$ cat config.mk
export PLATFORM = sky130hd
export DESIGN_NAME = mfd_ctrl
export DESIGN_NICKNAME = d
export VERILOG_FILES = /design/src/hdl/mfd_pkg.sv /design/src/hdl/mfd_ctrl.sv
export SDC_FILE = /design/constraint.sdc
export NUM_CORES = 1
export LEC_CHECK = 0
export BUFFER_PORTS_ARGS = -buffer_cell sky130_fd_sc_hd__buf_2
export CAP_MARGIN = 15
export CORE_AREA = 2 2 39 41
export DETAILED_ROUTE_END_ITERATION = 10
export DIE_AREA = 0 0 41 43
export PLACE_DENSITY = 0.37
export SLEW_MARGIN = 20
export SYNTH_ARGS = -nofsm -noshare
export SYNTH_HDL_FRONTEND = slang
export SYNTH_SLANG_ARGS = --single-unit
$ cat constraint.sdc
create_clock -name clock -period 1.11 [get_ports clock]
set_input_delay 0.111 -clock clock [delete_from_list [all_inputs] [get_ports clock]]
set_output_delay 0.111 -clock clock [all_outputs]
set_load 0.02 [all_outputs]
$ cat src/hdl/mfd_pkg.sv
`default_nettype none

package mfd_pkg;

   // Configuration port geometry.
   localparam int unsigned CSR_INDEX_WIDTH = 3;
   localparam int unsigned CSR_DATA_WIDTH  = 24;

   // Default number of fraction bits on the fixed point outputs.
   localparam int unsigned FRACTION_BITS_DEFAULT = 16;

   // Register indexes on the configuration port.
   typedef enum logic [CSR_INDEX_WIDTH-1:0] {
      CSR_ANGLE_PER_COUNT   = 3'd0,
      CSR_SPEED_SMOOTHING   = 3'd1,
      CSR_CURRENT_SMOOTHING = 3'd2,
      CSR_DEG_TO_RAD_SCALE  = 3'd3,
      CSR_WRAP_THRESHOLD    = 3'd4
   } csr_index_type;

   // Register values after reset.
   localparam logic [23:0] ANGLE_PER_COUNT_RESET   = 24'd92160;
   localparam logic [16:0] SPEED_SMOOTHING_RESET   = 17'd65536;
   localparam logic [16:0] CURRENT_SMOOTHING_RESET = 17'd65536;
   localparam logic [23:0] DEG_TO_RAD_SCALE_RESET  = 24'd292818;
   localparam logic [15:0] WRAP_THRESHOLD_RESET    = 16'd8191;

   // Sequencer states.
   typedef enum logic [2:0] {
      ST_IDLE,
      ST_SAMPLE,
      ST_DIFF,
      ST_PRODUCT,
      ST_ACCUMULATE,
      ST_PUBLISH
   } state_type;

   // Step strobes from the sequencer to the datapath.
   typedef struct packed {
      logic capture;
      logic sample;
      logic diff;
      logic product;
      logic accumulate;
      logic publish;
   } dp_cmd_type;

endpackage

`default_nettype wire

$ cat src/hdl/mfd_ctrl.sv
`default_nettype none

module mfd_ctrl (
   input  wire logic               clock,
   input  wire logic               reset,
   input  wire logic               req_valid,
   output logic                    req_ready,
   output logic                    rsp_valid,
   input  wire logic               rsp_ready,
   output mfd_pkg::dp_cmd_type     cmd
);
   import mfd_pkg::*;

   state_type state_ff;
   state_type state_in;
   logic      rsp_valid_ff;
   logic      rsp_valid_in;
   logic      slot_free;

   // The output register may be reloaded once its word has gone or is going now.
   assign slot_free = !rsp_valid_ff || rsp_ready;

   // Next state.
   always_comb begin
      state_in = state_ff;
      case (state_ff)
         ST_IDLE: begin
            if (req_valid) state_in = ST_SAMPLE;
         end
         ST_SAMPLE:     state_in = ST_DIFF;
         ST_DIFF:       state_in = ST_PRODUCT;
         ST_PRODUCT:    state_in = ST_ACCUMULATE;
         ST_ACCUMULATE: state_in = ST_PUBLISH;
         ST_PUBLISH: begin
            if (slot_free) state_in = ST_IDLE;
         end
         default:       state_in = ST_IDLE;
      endcase
   end

   // Outputs and step strobes.
   always_comb begin
      req_ready = 1'b0;
      cmd       = '0;
      case (state_ff)
         ST_IDLE: begin
            req_ready   = 1'b1;
            cmd.capture = req_valid;
         end
         ST_SAMPLE:     cmd.sample     = 1'b1;
         ST_DIFF:       cmd.diff       = 1'b1;
         ST_PRODUCT:    cmd.product    = 1'b1;
         ST_ACCUMULATE: cmd.accumulate = 1'b1;
         ST_PUBLISH:    cmd.publish    = slot_free;
         default: begin
            req_ready = 1'b0;
         end
      endcase
   end

   // Result valid flag: set on publish, cleared when the word is taken.
   always_comb begin
      rsp_valid_in = rsp_valid_ff;
      if (cmd.publish) begin
         rsp_valid_in = 1'b1;
      end else if (rsp_ready) begin
         rsp_valid_in = 1'b0;
      end
   end

   assign rsp_valid = rsp_valid_ff;

   always_ff @(posedge clock) begin
      if (reset) begin
         state_ff     <= ST_IDLE;
         rsp_valid_ff <= 1'b0;
      end else begin
         state_ff     <= state_in;
         rsp_valid_ff <= rsp_valid_in;
      end
   end

endmodule

`default_nettype wire

==> reports/metrics.yaml, run 1 <==
job:
  drv_cap: 0
cells_and_area:
  nFillCells: 149
  multiInputGateArea_sq_um: 153
  final-seq-area_sq_um: 91.3
  stdcell_area_sq_um: 397
  drive_above_1_share_pct: 65.0
  final_cell_mix: "buf_4 (6), nor2_1 (4), buf_2 (4), buf_6 (4)"
  instances_no_fill: 56
  nets: 46
  final_common_cell: "buf_4"
  areaGrowthSynthToFinish_pct: 86.5
  num_antenna_cells: 0
logic_synthesis:
  synth_seq_cells: 4
  syn_inst: 25
  ys_seq_area_share_pct: 37.6
  ys_warn_count: 0
  synth.avg_cell_area_sq_um: 8.51
  syn_area_sq_um: 213
  ys_types: 15
  synth_fp_nets: 29
die:
  die_w_um: 41
  die_h_um: 43
  rows: 14
  dieArea_sq_um: 1760
  initial_core_util_pct: 15.4
  design.core.area_sq_um: 1380
  pin_count: 12
timing:
  rsz0062_at_grt: "yes"
  relSlewSlack_pct: 88.0
  drv_slew: 0
  worst-slew-pin-transition_ps: 180
  period_minus_slack_ps: 1180
  timing.final.crit_share_pct: 106
  fmax_mhz: 847
  setup_viol: 5
  hold_violations: 0
  fin_setup_tns_ps: -241
  timing.final.ws_setup_ps: -70.9
  fin_skew_ps: 1.31
global_route:
  antenna_found_initial: 0
  grt_usage_pct: 8.63
  overflow: 0
  grt_max_degree: 10
  grt_pass1_wl_um: 931
  grt_pass1_vias: 243
cts:
  h-tree-depth: 1
  clkTransAtPathRegs_ps: 40
  root_buffer: "clkbuf_4"
  clk_latency_ps: 230
  clock_path_buffers: 2
  cts_tree: "done"
  cts_made_buffers: 3
  holdBufCountCts: 0
  clock-sinks: 4
hold_path:
  hold_path_class: "in -> reg"
placed_design:
  dp.cells: 52
  place.gp.congestion: 0.702
  dpl-instance-area_sq_um: 305
  port_buffers: 11
  pre_cts_slack_ps: 6.95
  dp_hpwl_um: 406
routing:
  dr.pass1.iters: 3
  postRouteAntennaNets: 0
  dr_total_vias: 227
  wire_per_inst_um: 9.57
  drtIter0Drc: 2
  drc: 0
  finalWirelength_um: 536
  via_per_inst: 4.05
critical_path:
  worst_setup_path_end_kind: "output port"
  crit_path_start_kind: "flop"
  cp_max_fo: 5
  required_ps: 1000
  critical_path_class: "reg -> out"
  cp.arrival_ps: 1070
power:
  ir_worst_vdd_uv: 410
  power_leakage_nw: 0.169
  p_per_area_nw_per_um2: 1300
run_status:
  violations: "setup timing"
  outcome: "finished with violations"
## flip-flops by register name, summed over array words and instances, names as in the netlist
signal,count
state_ff,3
rsp_valid,1
## routing by layer
metal	up-vias	wire length [um]	global-route usage, %
met4	0	0	10.7
met1	99	204	7.69
met5	-	0	0
met2	11	282	11.6
met3	0	49	4.71
li1	117	-	-
## stage by stage
step	hold slack [ps]	total power, mW	util [%]
after global routing	56.3	0.566	28.7
after detailed placement	327	0.294	22.1
after global placement	328	0.295	22.1
after CTS	70.1	0.519	27.9
final	75.8	0.516	28.7
after floorplan	177	0.253	-
## layout make-up
class	count	share of cell area, %
Clock buffer	3	5.68
Multi-Input combinational cell	19	38.5
Timing Repair Buffer	14	27.8
Sequential cell	4	23.0
Tap cell	16	5.05
## Yosys cell counts
| master | instances | area, sq um |
|---|---|---|
| a21oi_1 | 2 | 10.0 |
| a221oi_2 | 1 | 15.0 |
| and2_1 | 1 | 6.26 |
| buf_4 | 1 | 7.51 |
| clkbuf_2 | 1 | 5.00 |
| dfxtp_1 | 4 | 80.1 |
| nand2_1 | 1 | 3.75 |
| nand2b_1 | 2 | 12.5 |
| nand3b_1 | 1 | 7.51 |
| nor2_1 | 4 | 15.0 |
| nor2b_1 | 1 | 6.26 |
| nor3_1 | 1 | 5.00 |
| nor3b_1 | 3 | 22.5 |
| o21ba_2 | 1 | 10.0 |
| or3_1 | 1 | 6.26 |
## kinds of logic after synthesis
group / count (synthesis) / share of synthesized area (%)
DFF: 4 / 37.6
AOI/OAI and AO/OA: 4 / 16.5
and+or+nand+nor: 15 / 40.0
buffers and inverters: 2 / 5.88
## final timing paths
check / end / slack, ps / cells after the start / from
setup / recovery: cmd[3] / -70 / 3 / state_ff[1]$_SDFFE_PP0P_
hold / removal: state_ff[0]$_SDFFE_PP0P_ / 80 / 2 / reset
setup reg to reg: state_ff[0]$_SDFFE_PP0P_ / 40 / 2 / state_ff[0]$_SDFFE_PP0P_
hold reg to reg: state_ff[0]$_SDFFE_PP0P_ / 530 / 1 / state_ff[0]$_SDFFE_PP0P_
## where the power goes
group,internal (mW),switching [mW]
Combinational,0.0884,0.0702
Clock,0.121,0.0593
Sequential,0.155,0.0227
## repair_timing
action                                 in CTS  in global routing
gates resized for setup                    17                  3
buffers inserted                            1                  0
cloned                                      0                  0
endpoints found under the hold margin       0                  0
setup endpoints to repair                   8                  7
pin swaps                                   2                  3
## worst max-delay path, cell delays in order, from the launching register on
cell	delay [ps]
dfxtp_4	360
buf_6	120
nor3b_4	210
buf_6	150
Power figures use the tool's default switching activity.
==> inputs of run 2 (changes only) <==
--- a/config.mk
+++ b/config.mk
@@ -11,6 +11,7 @@
 export DETAILED_ROUTE_END_ITERATION = 10
 export DIE_AREA = 0 0 41 43
 export PLACE_DENSITY = 0.37
+export RECOVER_POWER = 100
 export SLEW_MARGIN = 20
 export SYNTH_ARGS = -nofsm -noshare
 export SYNTH_HDL_FRONTEND = slang
==> constraint.sdc (replaced) <==
create_clock -name clock -period 1.11 [get_ports clock]
set_input_delay 0.111 -clock clock [delete_from_list [all_inputs] [get_ports clock]]
set_output_delay 0.111 -clock clock [all_outputs]
set_load 0.05 [all_outputs]
==> run 2 against run 1 <==
Effect of this change:
- the run still ends with setup timing left
- flip-flop and latch count stayed put
- core utilization is 7.1 points higher
- combinational power increased by 91%
- cell area is 25% higher
- via count increased by 9.7%
- final cell count up 11%
- sequential share of layout area fell by 4.3 points
- largest power group is now combinational cells
==> reports/metrics.yaml, run 2 (same netlist as run 1, synthesis figures left out) <==
timing:
  fin_skew_ps: 2.15  # +0.849 ps
  period_minus_slack_ps: 1230  # +48.0 ps
  timing.final.crit_share_pct: 111  # +4.3 points
  timing.final.ws_setup_ps: -119  # -48.0 ps
  fin_hold_ws_ps: 86.1  # +10.3 ps
  hold_violations: 0  # unchanged
  fmax_mhz: 814  # -3.9%
  rsz0062_at_grt: "yes"
  setup_viol: 7  # +2
  drv_slew: 0  # unchanged
  relSlewSlack_pct: 83.6  # -4.4 points
  worst-slew-pin-transition_ps: 248  # +67.9 ps
critical_path:
  r2r-start: "state_ff[1]$_SDFFE_PP0P_"
  required_ps: 1000  # about the same
  cp_max_fo: 8  # +3
  crit_path_end: "cmd[5]"
  critical_path_class: "reg -> out"
  crit_path_start_kind: "flop"
  timing.rr.end: "state_ff[0]$_SDFFE_PP0P_"
  r2r_slack_ps: -80  # -120 ps
  crit_start: "state_ff[2]$_SDFFE_PP0P_"
  worst_setup_path_end_kind: "output port"
  cp.arrival_ps: 1120  # +50 ps
  r2r_cells: 4  # +2
cts:
  clock_path_buffers: 2  # unchanged
  clock-sinks: 4  # unchanged
  h-tree-depth: 1  # unchanged
  clkTransAtPathRegs_ps: 40  # about the same
  root_buffer: "clkbuf_4"
  cts_made_buffers: 3  # unchanged
  cts_tree: "done"
  clk_latency_ps: 230  # about the same
routing:
  finalWirelength_um: 653  # +22%
  wire_per_inst_um: 10.5  # +10%
  postRouteAntennaNets: 0  # unchanged
  dr_total_vias: 249  # +9.7%
  drc: 0  # unchanged
  via_per_inst: 4.02  # -0.92%
  dr.pass1.iters: 2  # -1
  drtIter0Drc: 3  # +1
die:
  die_w_um: 41  # unchanged
  pin_count: 12  # unchanged
  design.core.area_sq_um: 1380  # unchanged
  dieArea_sq_um: 1760  # unchanged
  initial_core_util_pct: 15.4  # unchanged
  rows: 14  # unchanged
  die_h_um: 43  # unchanged
cells_and_area:
  final_cell_mix: "buf_6 (7), buf_4 (7), buf_2 (4)"
  top_register: "state_ff"
  num_antenna_cells: 0  # unchanged
  areaGrowthSynthToFinish_pct: 132
  multiInputGateArea_sq_um: 178  # +16%
  instances_no_fill: 62  # +11%
  nets: 52  # +13%
  final-seq-area_sq_um: 92.6  # +1.4%
  nFillCells: 150  # +0.67%
  final_util_pct: 35.7  # +7.1 points
  drive_above_1_share_pct: 80.4  # +15 points
  largest_reg_flops: 3  # unchanged
global_route:
  grt_pass1_wl_um: 1000  # +7.4%
  grt_usage_pct: 8.66  # +0.035 points
  grt_max_degree: 9  # -1
  antenna_found_initial: 0  # unchanged
  overflow: 0  # unchanged
  grt_pass1_vias: 244  # +0.41%
run_status:
  outcome: "finished with violations"
  violations: "setup timing"
placed_design:
  pre_cts_slack_ps: -59.3  # -66.3 ps
  dp.cells: 52  # unchanged
  dp_hpwl_um: 420  # +3.5%
  place.gp.congestion: 0.679  # -3.2%
  port_buffers: 11  # unchanged
power:
  p_per_area_nw_per_um2: 1340  # +2.6%
  ir_worst_vdd_uv: 524  # +28%
  power_leakage_nw: 0.209  # +24%
job:
  drv_cap: 0  # unchanged
hold_path:
  hold_path_class: "in -> reg"
## run 2: changes by cell type in the layout (fill, tap and decap cells not counted), sizes merged
cell,delta
buf,+6
## run 2: report_power, final
part	switching, mW	total, mW	internal [mW]
logic	0.148	0.303	0.155
registers	0.0263	0.181	0.155
clock network	0.0555	0.176	0.121
## run 2: timing repair
action	4_1_cts	5_1_grt
hold buffers	0	0
setup buffers	3	4
pin swaps	3	6
gates resized for setup	20	5
endpoints found under the setup margin	8	8
## run 2: per-layer routing
| metal | up-vias | track usage (%) | routed length (um) |
|---|---|---|---|
| li1 | 128 | - | - |
| met3 | 0 | 3.66 | 40 |
| met2 | 6 | 11.6 | 329 |
| met5 | - | 0 | 0 |
| met4 | 0 | 6.00 | 0 |
| met1 | 115 | 10.7 | 283 |
## run 2: critical path, stage by stage (launching register included)
cell     delay [ps]
dfxtp_4         380
nor3_4          200
and2_4          170
buf_8           130
## run 2: cell type report
cell class / count / share of cell area (%)
timing repair buffer: 20 / 36.7
tap: 16 / 4.05
sequential: 4 / 18.7
clock buffer: 3 / 4.56
multi-input combinational: 19 / 35.9
## run 2: how the worst min path moves through the flow
| stage | cells after the start | slack, ps | start | endpoint |
|---|---|---|---|---|
| 5_1_grt | 2 | 70 | reset | state_ff[0]$_SDFFE_PP0P_ |
| 6_report | 2 | 90 | reset | state_ff[0]$_SDFFE_PP0P_ |
| 3_5_place_dp | 2 | 330 | reset | state_ff[1]$_SDFFE_PP0P_ |
| 4_1_cts | 2 | 80 | reset | state_ff[0]$_SDFFE_PP0P_ |
| 2_1_floorplan | 1 | 170 | reset | rsp_valid$_SDFFE_PP0P_ |
| 3_3_place_gp | 2 | 320 | reset | rsp_valid$_SDFFE_PP0P_ |
## run 2: per-stage QoR
| stage | cell area [sq um] | power [mW] | setup TNS, ps |
|---|---|---|---|
| floorplan | 269 | 0.345 | -656 |
| global placement | 338 | 0.383 | -107 |
| detailed placement | 338 | 0.383 | -172 |
| CTS | 443 | 0.634 | -611 |
| global route | 494 | 0.704 | -1150 |
| finish | 494 | 0.660 | -727 |
